--- src/assert_macros.svh ---
// Assertion helpers shared by the RTL.
`ifndef ASSERT_MACROS_SVH
`define ASSERT_MACROS_SVH

// Concurrent property check on the block clock.
`define HVN_ASSERT(name, prop) \
  name: assert property (@(posedge clk) disable iff (rst) prop) \
    else $error("hvn assertion failed");

// Follow-up check that post holds in the cycle after pre.
`define HVN_ASSERT_NEXT(name, pre, post) \
  name: assert property (@(posedge clk) disable iff (rst) (pre) |=> (post)) \
    else $error("hvn assertion failed");

`endif

--- src/hvn_pkg.sv ---
package hvn_pkg;

  localparam int GRID_COLUMNS = 256;
  localparam int GRID_ROWS    = 256;
  localparam int COL_W        = $clog2(GRID_COLUMNS);
  localparam int ROW_W        = $clog2(GRID_ROWS);
  localparam int ADDR_W       = $clog2(GRID_COLUMNS * GRID_ROWS);

  localparam int HEIGHT_W  = 24;
  localparam int SPACING_W = 16;
  localparam int VEC_W     = 44;
  localparam int MAG_W     = 44;
  localparam int RES_W     = 32;

  localparam logic [SPACING_W-1:0] SPACING_RESET = 16'd2560;
  localparam logic [14:0]          NORMAL_UP     = 15'd16384;

  localparam logic ACTION_WRITE  = 1'b0;
  localparam logic ACTION_QUERY  = 1'b1;
  localparam logic REG_SPACING_X = 1'b0;
  localparam logic REG_SPACING_Z = 1'b1;

  typedef enum logic [2:0] {
    N_IDLE, N_SHIFT, N_SQ, N_SQRT, N_DIV, N_DONE
  } norm_state_t;

  typedef enum logic [2:0] {
    T_IDLE, T_READ, T_FACE, T_START, T_WAIT, T_FSTART, T_FWAIT, T_PUT
  } top_state_t;

  typedef struct packed {
    logic start;
    logic final_pass;
  } norm_req_t;

  typedef struct packed {
    logic done;
    logic zero;
  } norm_rsp_t;

  typedef struct packed {
    logic signed [VEC_W-1:0] x;
    logic signed [VEC_W-1:0] y;
    logic signed [VEC_W-1:0] z;
  } vec_t;

  typedef struct packed {
    logic signed [RES_W-1:0] x;
    logic signed [RES_W-1:0] y;
    logic signed [RES_W-1:0] z;
  } res_t;

endpackage

--- src/hvn_norm.sv ---
`include "assert_macros.svh"

module hvn_norm import hvn_pkg::*; (
  input  logic      clk,
  input  logic      rst,
  input  norm_req_t req,
  input  vec_t      vec,
  output norm_rsp_t rsp,
  output res_t      res
);

  norm_state_t state, state_next;

  logic [MAG_W-1:0] mag [3];
  logic             neg [3];
  logic             final_pass;
  logic             zero;
  logic [63:0]      sumsq;
  logic [63:0]      srem;
  logic [63:0]      root;
  logic [63:0]      bitv;
  logic [31:0]      len;
  logic [5:0]       cnt;
  logic [31:0]      drem [3];
  logic [30:0]      dnum [3];
  logic [30:0]      quo  [3];

  logic [MAG_W-1:0] in_mag [3];
  logic             in_neg [3];
  logic [MAG_W-1:0] top;
  logic [59:0]      sq;
  logic [63:0]      sumsq_next;
  logic [63:0]      trial;
  logic [63:0]      srem_next;
  logic [63:0]      root_next;
  logic [29:0]      sq_src;

  always_comb begin
    in_neg[0] = vec.x[VEC_W-1];
    in_neg[1] = vec.y[VEC_W-1];
    in_neg[2] = vec.z[VEC_W-1];
    in_mag[0] = in_neg[0] ? MAG_W'(-vec.x) : MAG_W'(vec.x);
    in_mag[1] = in_neg[1] ? MAG_W'(-vec.y) : MAG_W'(vec.y);
    in_mag[2] = in_neg[2] ? MAG_W'(-vec.z) : MAG_W'(vec.z);
  end

  always_comb begin
    top = mag[0];
    if (mag[1] > top) begin
      top = mag[1];
    end
    if (mag[2] > top) begin
      top = mag[2];
    end
  end

  always_comb begin
    case (cnt[1:0])
      2'd0:    sq_src = mag[0][29:0];
      2'd1:    sq_src = mag[1][29:0];
      default: sq_src = mag[2][29:0];
    endcase
    sq         = sq_src * sq_src;
    sumsq_next = sumsq + 64'(sq);
  end

  always_comb begin
    trial = root + bitv;
    if (srem >= trial) begin
      srem_next = srem - trial;
      root_next = (root >> 1) + bitv;
    end else begin
      srem_next = srem;
      root_next = root >> 1;
    end
  end

  // next state
  always_comb begin
    state_next = state;
    case (state)
      N_IDLE: begin
        if (req.start) begin
          if (in_mag[0] == '0 && in_mag[1] == '0 && in_mag[2] == '0) begin
            state_next = N_DONE;
          end else begin
            state_next = N_SHIFT;
          end
        end
      end
      N_SHIFT: begin
        if (top[MAG_W-1:30] == '0 && top[29]) begin
          state_next = N_SQ;
        end
      end
      N_SQ: begin
        if (cnt[1:0] == 2'd2) begin
          state_next = N_SQRT;
        end
      end
      N_SQRT: begin
        if (bitv[0]) begin
          state_next = N_DIV;
        end
      end
      N_DIV: begin
        if (cnt == 6'd31) begin
          state_next = N_DONE;
        end
      end
      N_DONE:  state_next = N_IDLE;
      default: state_next = N_IDLE;
    endcase
  end

  // outputs
  always_comb begin
    rsp.done = (state == N_DONE);
    rsp.zero = zero;
    res.x = neg[0] ? -RES_W'(quo[0]) : RES_W'(quo[0]);
    res.y = neg[1] ? -RES_W'(quo[1]) : RES_W'(quo[1]);
    res.z = neg[2] ? -RES_W'(quo[2]) : RES_W'(quo[2]);
  end

  always_ff @(posedge clk) begin
    if (rst) begin
      state <= N_IDLE;
    end else begin
      state <= state_next;
    end
  end

  always_ff @(posedge clk) begin
    logic [60:0] num;
    logic [32:0] t;
    case (state)
      N_IDLE: begin
        if (req.start) begin
          final_pass <= req.final_pass;
          zero <= (in_mag[0] == '0 && in_mag[1] == '0 && in_mag[2] == '0);
          for (int i = 0; i < 3; i++) begin
            mag[i] <= in_mag[i];
            neg[i] <= in_neg[i];
            quo[i] <= '0;
          end
        end
      end
      N_SHIFT: begin
        if (top[MAG_W-1:30] != '0) begin
          for (int i = 0; i < 3; i++) begin
            mag[i] <= mag[i] >> 1;
          end
        end else if (!top[29]) begin
          for (int i = 0; i < 3; i++) begin
            mag[i] <= mag[i] << 1;
          end
        end else begin
          sumsq <= '0;
          cnt   <= '0;
        end
      end
      N_SQ: begin
        sumsq <= sumsq_next;
        cnt   <= cnt + 6'd1;
        if (cnt[1:0] == 2'd2) begin
          srem <= sumsq_next;
          root <= '0;
          bitv <= 64'd1 << 62;
        end
      end
      N_SQRT: begin
        srem <= srem_next;
        root <= root_next;
        bitv <= bitv >> 2;
        if (bitv[0]) begin
          len <= root_next[31:0];
          cnt <= '0;
        end
      end
      N_DIV: begin
        cnt <= cnt + 6'd1;
        for (int i = 0; i < 3; i++) begin
          if (cnt == '0) begin
            if (final_pass) begin
              num = 61'({mag[i][29:0], 14'd0}) + 61'(len >> 1);
            end else begin
              num = 61'({mag[i][29:0], 30'd0}) + 61'(len >> 1);
            end
            drem[i] <= 32'(num[60:31]);
            dnum[i] <= num[30:0];
          end else begin
            num = '0;
          end
          t = {drem[i], dnum[i][30]};
          if (cnt != '0) begin
            if (t >= {1'b0, len}) begin
              drem[i] <= 32'(t - {1'b0, len});
              quo[i]  <= {quo[i][29:0], 1'b1};
            end else begin
              drem[i] <= t[31:0];
              quo[i]  <= {quo[i][29:0], 1'b0};
            end
            dnum[i] <= dnum[i] << 1;
          end
        end
      end
      default: begin
      end
    endcase
  end

  `HVN_ASSERT(a_start_idle, req.start |-> (state == N_IDLE))
  `HVN_ASSERT_NEXT(a_done_once, state == N_DONE, state == N_IDLE)
  `HVN_ASSERT(a_sq_range, (state == N_SQ) |-> (top[MAG_W-1:30] == '0 && top[29]))

endmodule

--- config.mk ---
export PLATFORM = sky130hd
export DESIGN_NAME = hvn_norm
export DESIGN_NICKNAME = d
export VERILOG_FILES = /design/src/hvn_pkg.sv /design/src/hvn_norm.sv
export VERILOG_INCLUDE_DIRS = /design/src /design/src/src
export SDC_FILE = /design/constraint.sdc
export NUM_CORES = 2
export LEC_CHECK = 0
export BUFFER_PORTS_ARGS = -buffer_cell sky130_fd_sc_hd__buf_2
export CELL_PAD_IN_SITES_DETAIL_PLACEMENT = 1
export CELL_PAD_IN_SITES_GLOBAL_PLACEMENT = 1
export CORE_UTILIZATION = 38
export DETAILED_ROUTE_END_ITERATION = 7
export MAX_ROUTING_LAYER = met4
export PLACE_DENSITY_LB_ADDON = 0.1
export SLEW_MARGIN = 20
export SYNTH_ARGS = -nofsm -noshare
export SYNTH_HDL_FRONTEND = slang
export SYNTH_SLANG_ARGS = --single-unit
--- constraint.sdc ---
create_clock -name clk -period 22.9 [get_ports clk]
set_clock_uncertainty 0.1 [all_clocks]
set_input_delay 2.29 -clock clk [delete_from_list [all_inputs] [get_ports clk]]
set_output_delay 2.29 -clock clk [all_outputs]
set_load 0.02 [all_outputs]
### Word-level counts from Yosys, hierarchy flattened

Memories as Yosys holds them, arrays and structs flattened.
Index checks and enable logic that the tools add are counted.

* $mul: 1
* shift-type cells: 0
* $add $sub $neg: 20
* muxes and demuxes: 101
* bitwise gates (word level): 21
* order comparisons: 6
* divide/modulo/power cells: 0
* equal/unequal tests: 16
* reduce and logical (&&, ||, !) cells: 23

Operator list (count)
* 2-to-1 mux 61 bit: 9
* case mux 64 bit (2 select lines): 4
* 2-to-1 mux 44 bit: 11
* 2-to-1 mux 64 bit: 7
* 2-to-1 mux 32 bit: 9
* 2-to-1 mux 31 bit: 9
* adder 60 x 31 -> 61 bit: 3
* adder 44 x 31 -> 45 bit: 3
* zero test 44 bit: 3
* negation 44 bit: 3
* >= comparator 33 x 32 -> 1 bit: 3
* negation 31 -> 32 bit: 3
* subtractor 32 bit: 3
* greater-than comparator 44 bit: 2
* adder 63 x 64 -> 64 bit: 1
* adder 64 x 60 -> 64 bit: 1
* adder 64 bit: 1
* >= comparator 64 bit: 1
* subtractor 64 bit: 1
* multiplier 30 x 30 -> 60 bit: 1
* case mux 30 bit (2 select lines): 1
* 2-to-1 mux 1 bit: 40
* OR 1 bit: 21
* 2-to-1 mux 3 bit: 6
* 25 further kinds: 42

* bits in read-only memories: 0
* output and inout bits: 98
* bits in latches: 0
* word-level logic and storage cells: 202
* flip-flop bits (word level): 299
* memories kept: 5
* bits in writable memories: 417

Memory list
* mag: words 3, width 44, read ports 3, clocked after Yosys merged registers in 0, write ports 3, line hvn_norm.sv:14 `logic [MAG_W-1:0] mag [3];`
* drem: words 3, width 32, read ports 3, clocked after Yosys merged registers in 0, write ports 3, line hvn_norm.sv:24 `logic [31:0] drem [3];`
* dnum: words 3, width 31, read ports 3, clocked after Yosys merged registers in 0, write ports 3, line hvn_norm.sv:25 `logic [30:0] dnum [3];`
* quo: words 3, width 31, read ports 3, clocked after Yosys merged registers in 0, write ports 3, line hvn_norm.sv:26 `logic [30:0] quo [3];`
* neg: words 3, width 1, read ports 3, clocked after Yosys merged registers in 0, write ports 3, line hvn_norm.sv:15 `logic neg [3];`

### Depth between registers and ports, before layout

* depth after elaboration: 10
* depth in mapped cells: 39
* gate-level depth less buffers: 35

### Worst setup path after synthesis

OpenSTA, ideal clock, no wires.

* path type: register -> register
* start: reg bitv[0]
* end: reg srem[0] (enable)
* arrival time: 9.655 ns
* clock period less this slack: 10.338 ns
* data required time: 22.217 ns
* buffers on the path: 0
* setup time: 0.583 ns
* slack: 12.562 ns
* stages on the path, launching flop included: 25
* cell sequence: edfxtp_1 -> ha_1 -> ha_1 -> a21o_1 -> a31o_2 -> a21oi_1 -> nand3_1 -> a41oi_1 -> o21ai_0 -> nor2b_1 -> nor2_1 -> nor2_1 -> o21ai_0 -> xor2_1 -> ha_1 -> nand4_1 -> nor4_1 -> nand4_1 -> o21a_1 -> o31a_1 -> a31o_2 -> o21a_1 -> a21oi_1 -> nor2_1 -> a21boi_0

* longest elaborated chain between the ends: 4

Ends and longest elaborated chain
* start, declared: line hvn_norm.sv:21 `logic [63:0] bitv;`
* start signal, assigned: line hvn_norm.sv:168 `bitv <= 64'd1 << 62;`
* start signal, assigned: line hvn_norm.sv:174 `bitv <= bitv >> 2;`
* adder 64 bit: line hvn_norm.sv:68 `trial = root + bitv;`
* >= comparator 64 bit: line hvn_norm.sv:69 `if (srem >= trial) begin`
* inequality test 2 bit (no line)
* AND reduction 3 bit (no line)
* end signal, assigned: line hvn_norm.sv:166 `srem <= sumsq_next;`
* end signal, assigned: line hvn_norm.sv:172 `srem <= srem_next;`
* end, declared: line hvn_norm.sv:19 `logic [63:0] srem;`

No other way between the ends.
A chain may end at the register's enable or synchronous reset.

### Worst setup path in the final report

* start: reg cnt[0]
* end: reg srem[60], data pin

* longest elaborated chain between the ends: 6

Ends and longest elaborated chain
* start, declared: line hvn_norm.sv:23 `logic [5:0] cnt;`
* start signal, assigned: line hvn_norm.sv:164 `cnt <= cnt + 6'd1;`
* start signal, assigned: line hvn_norm.sv:181 `cnt <= cnt + 6'd1;`
* == test 2 x 1 -> 1 bit / zero test 2 bit (equally long branches): line hvn_norm.sv:58 `case (cnt[1:0])`
* case mux 30 bit (2 select lines) *: line hvn_norm.sv:58
* multiplier 30 x 30 -> 60 bit *: line hvn_norm.sv:63 `sq = sq_src * sq_src;`
* adder 64 x 60 -> 64 bit *: line hvn_norm.sv:64 `sumsq_next = sumsq + 64'(sq);`
* 2-to-1 mux 64 bit *: line hvn_norm.sv:165 `if (cnt[1:0] == 2'd2) begin`
* case mux 64 bit (2 select lines) *: line hvn_norm.sv:136 `case (state)`

Every way passes the cells marked *; elsewhere a longest branch is shown, timed or not. The select of a mux whose other input is x is not followed.

==> metrics.txt <==
status=complete, but fails checks; violated checks=DRC; syn_area_per_cell=around 9 um2; reg-to-reg setup timing slack=roughly 11 ns; drt pass-1 iters=8; critical path's top delay family=adder cells; WL per Instance=about 27 um; WHS Path Cells=2; post-CTS sizing=0; layout cells sized above 1=0.07038; Simple-Gate Fraction of Synth Area=0.1473; Slew @ Worst Pin=approximately 1.2 ns; adder-cell area share of the yosys netlist=0.2850; total wire length=between 300 and 400 mm; post-synthesis mux area share=0.01082; post-detailed-route count of antenna-violating nets=0; H-Tree Level Count=3; synthesized instance count=approximately 9000; synth-to-layout area growth=9.288%; post-synthesis sequential area ratio=0.2465; max_cap viols=0; WP data arrival=approximately 12 ns; CP Buf/Inv Count=8; XOR/XNOR Fraction of Synth Area=0.07410; grt ovf=0; DR iter-0 viols=5076; Die Footprint=216200 um2; # rows=roughly 170; Layout fillers=24570; Hold Path End=dnum[2][0]; DRC violations left=22; register clock-pin slew on the reported worst setup and hold paths=0.07 ns; period utilisation layout=0.5034; final net count=~11000; crit path kind=reg2reg; largest family of logic cells by synthesized area=adder cells; hpwl dp=around 250 mm; postcts setup bufs=0; Fmax=between 0.08 and 0.09 GHz; initial antenna violation count=14; Syn Nets=10540; # hold bufs at CTS=0; first-pass GRT wire length=roughly 480 mm; Worst Setup End Kind=flip-flop; Buffers on Ports=233; ys async rst share=0; Die W=464.9 um; critical path peak fanout=33; count of flip-flops with a built-in enable after synthesis=between 600 and 700; endpoints failing hold=0; vias in the first global route=73710; FF-to-FF Start=cnt[0]; gr usage total=0.3051; root buffer selected by CTS=clkbuf_16; reg2reg end=srem[60]; vias per inst=between 5 and 6; Starting Density=0.3832; # setup viols final=0; Unique masters post-synth=94; Yosys Warn Count=0; Yosys reg bits=between 600 and 700; Tmin final=about 12 ns; RSZ-0062 raised after global routing=no; most frequent cell on the critical path=fa_1; most frequent cells in the layout=inv_1 (1172), nor2_1 (760), fa_1 (757); clock sinks=between 600 and 700; Vias=around 69000; Top FF cell, synth=edfxtp_1; multi-input logic area=around 56000 um2; clock buffer depth=3; CP required=between 20 and 25 ns; Register-to-Register Path Depth=32; cts bufs inserted=a little under 90; Core Box Area=212500 um2; max-slew violation count=0; Critical-path top delay cell=clkinv_1; Die Ht=464.9 um; Slew HR=0.2112; largest net degree at the start of global routing=a little over 100; HP Class=reg2reg; Ports=roughly 230; FF/Latch Area=roughly 20000 um2; max incr delay on CP=~0.89 ns; Synth Cell Area=81430 um2; Compound-Gate Fraction of Synth Area=0.1621; GP Congestion=0.9468; CTS tree=built; leading cell type in the layout, fill and taps excluded=inv_1; Min-Delay Startpoint=dnum[2][0]; Worst-Skew Late Latency=~0.76 ns; Worst setup SP type=flip-flop; Setup Total Neg Slack=0 ns
==> worst max-delay path by stage <==
stage,startpoint,to,slack (ns),depth (start not counted)
3_3_place_gp,cnt[0],srem[59],11.54,33
6_report,cnt[0],srem[60],11.37,32
4_1_cts,cnt[0],srem[60],11.48,32
3_5_place_dp,cnt[0],srem[60],11.44,32
2_1_floorplan,bitv[0],srem[0],12.56,24
5_1_grt,cnt[0],srem[62],10.94,31
==> metal layers <==
layer	up-vias	global-route usage	wire, um
met5	-	-	0
met2	1721	0.5204	159600
met1	35380	0.3750	136800
li1	31250	-	-
met4	0	0.1071	12210
met3	487	0.02956	13500
==> logic make-up after synthesis <==
logic type               count (synthesis)
multiplexers                            85
AND/OR/NAND/NOR                       2535
buffers and inverters                 1602
flip-flops                             670
XOR/XNOR                               689
adder cells (fa/ha/maj)               1401
AO/OA/AOI/OAI                         2026
==> Yosys cell counts, drive strengths merged, types with 208 or more instances <==
library cell	instances	area, um2
inv	1175	4410
nor2	766	2875
fa	757	15150
nand2	747	2804
edfxtp	665	19970
ha	642	8033
a21oi	492	2462
o21ai	467	2337
xnor2	386	3381
clkbuf	364	1366
xor2	303	2654
and3	208	1301
==> worst min-delay path, cell delays in order, from the launching register on <==
cell and delay [ns]:
dfxtp_1 0.33, nand2_1 0.05, o31ai_1 0.05
==> state kept, by name, indices dropped and copies added, names as in the netlist, 64 cells and up <==
register and count:
root 64, quo 93, srem 64, sumsq 64, dnum 79, mag 132
drem 96
==> area by class of cell <==
type                            instances  share of cell area
Multi-Input combinational cell       6736              0.6238
Sequential cell                       670              0.2255
Inverter                             1185             0.05008
Tap cell                             2821             0.03966
Clock buffer                          104             0.02600
Timing Repair Buffer                  377             0.02533
Clock inverter                         64            0.009335
Antenna cell                           10           0.0002812
==> per-stage QoR <==
step | area [um2] | hold slack (ns) | util | worst slack, ns | cells
after floorplan | 81430 | 0.3249 | - | 12.56 | 9008
after global placement | 85800 | 0.3455 | 0.4038 | 11.54 | 11790
after detailed placement | 85810 | 0.3479 | 0.4038 | 11.44 | 11790
after CTS | 88960 | 0.3625 | 0.4186 | 11.48 | 11960
after global routing | 88990 | 0.4197 | 0.4188 | 10.94 | 11960
final | 89000 | 0.3625 | 0.4188 | 11.37 | 11970
Power is not shown: default switching activity piles up to over one toggle a cycle in this logic, so the estimate is an artifact.
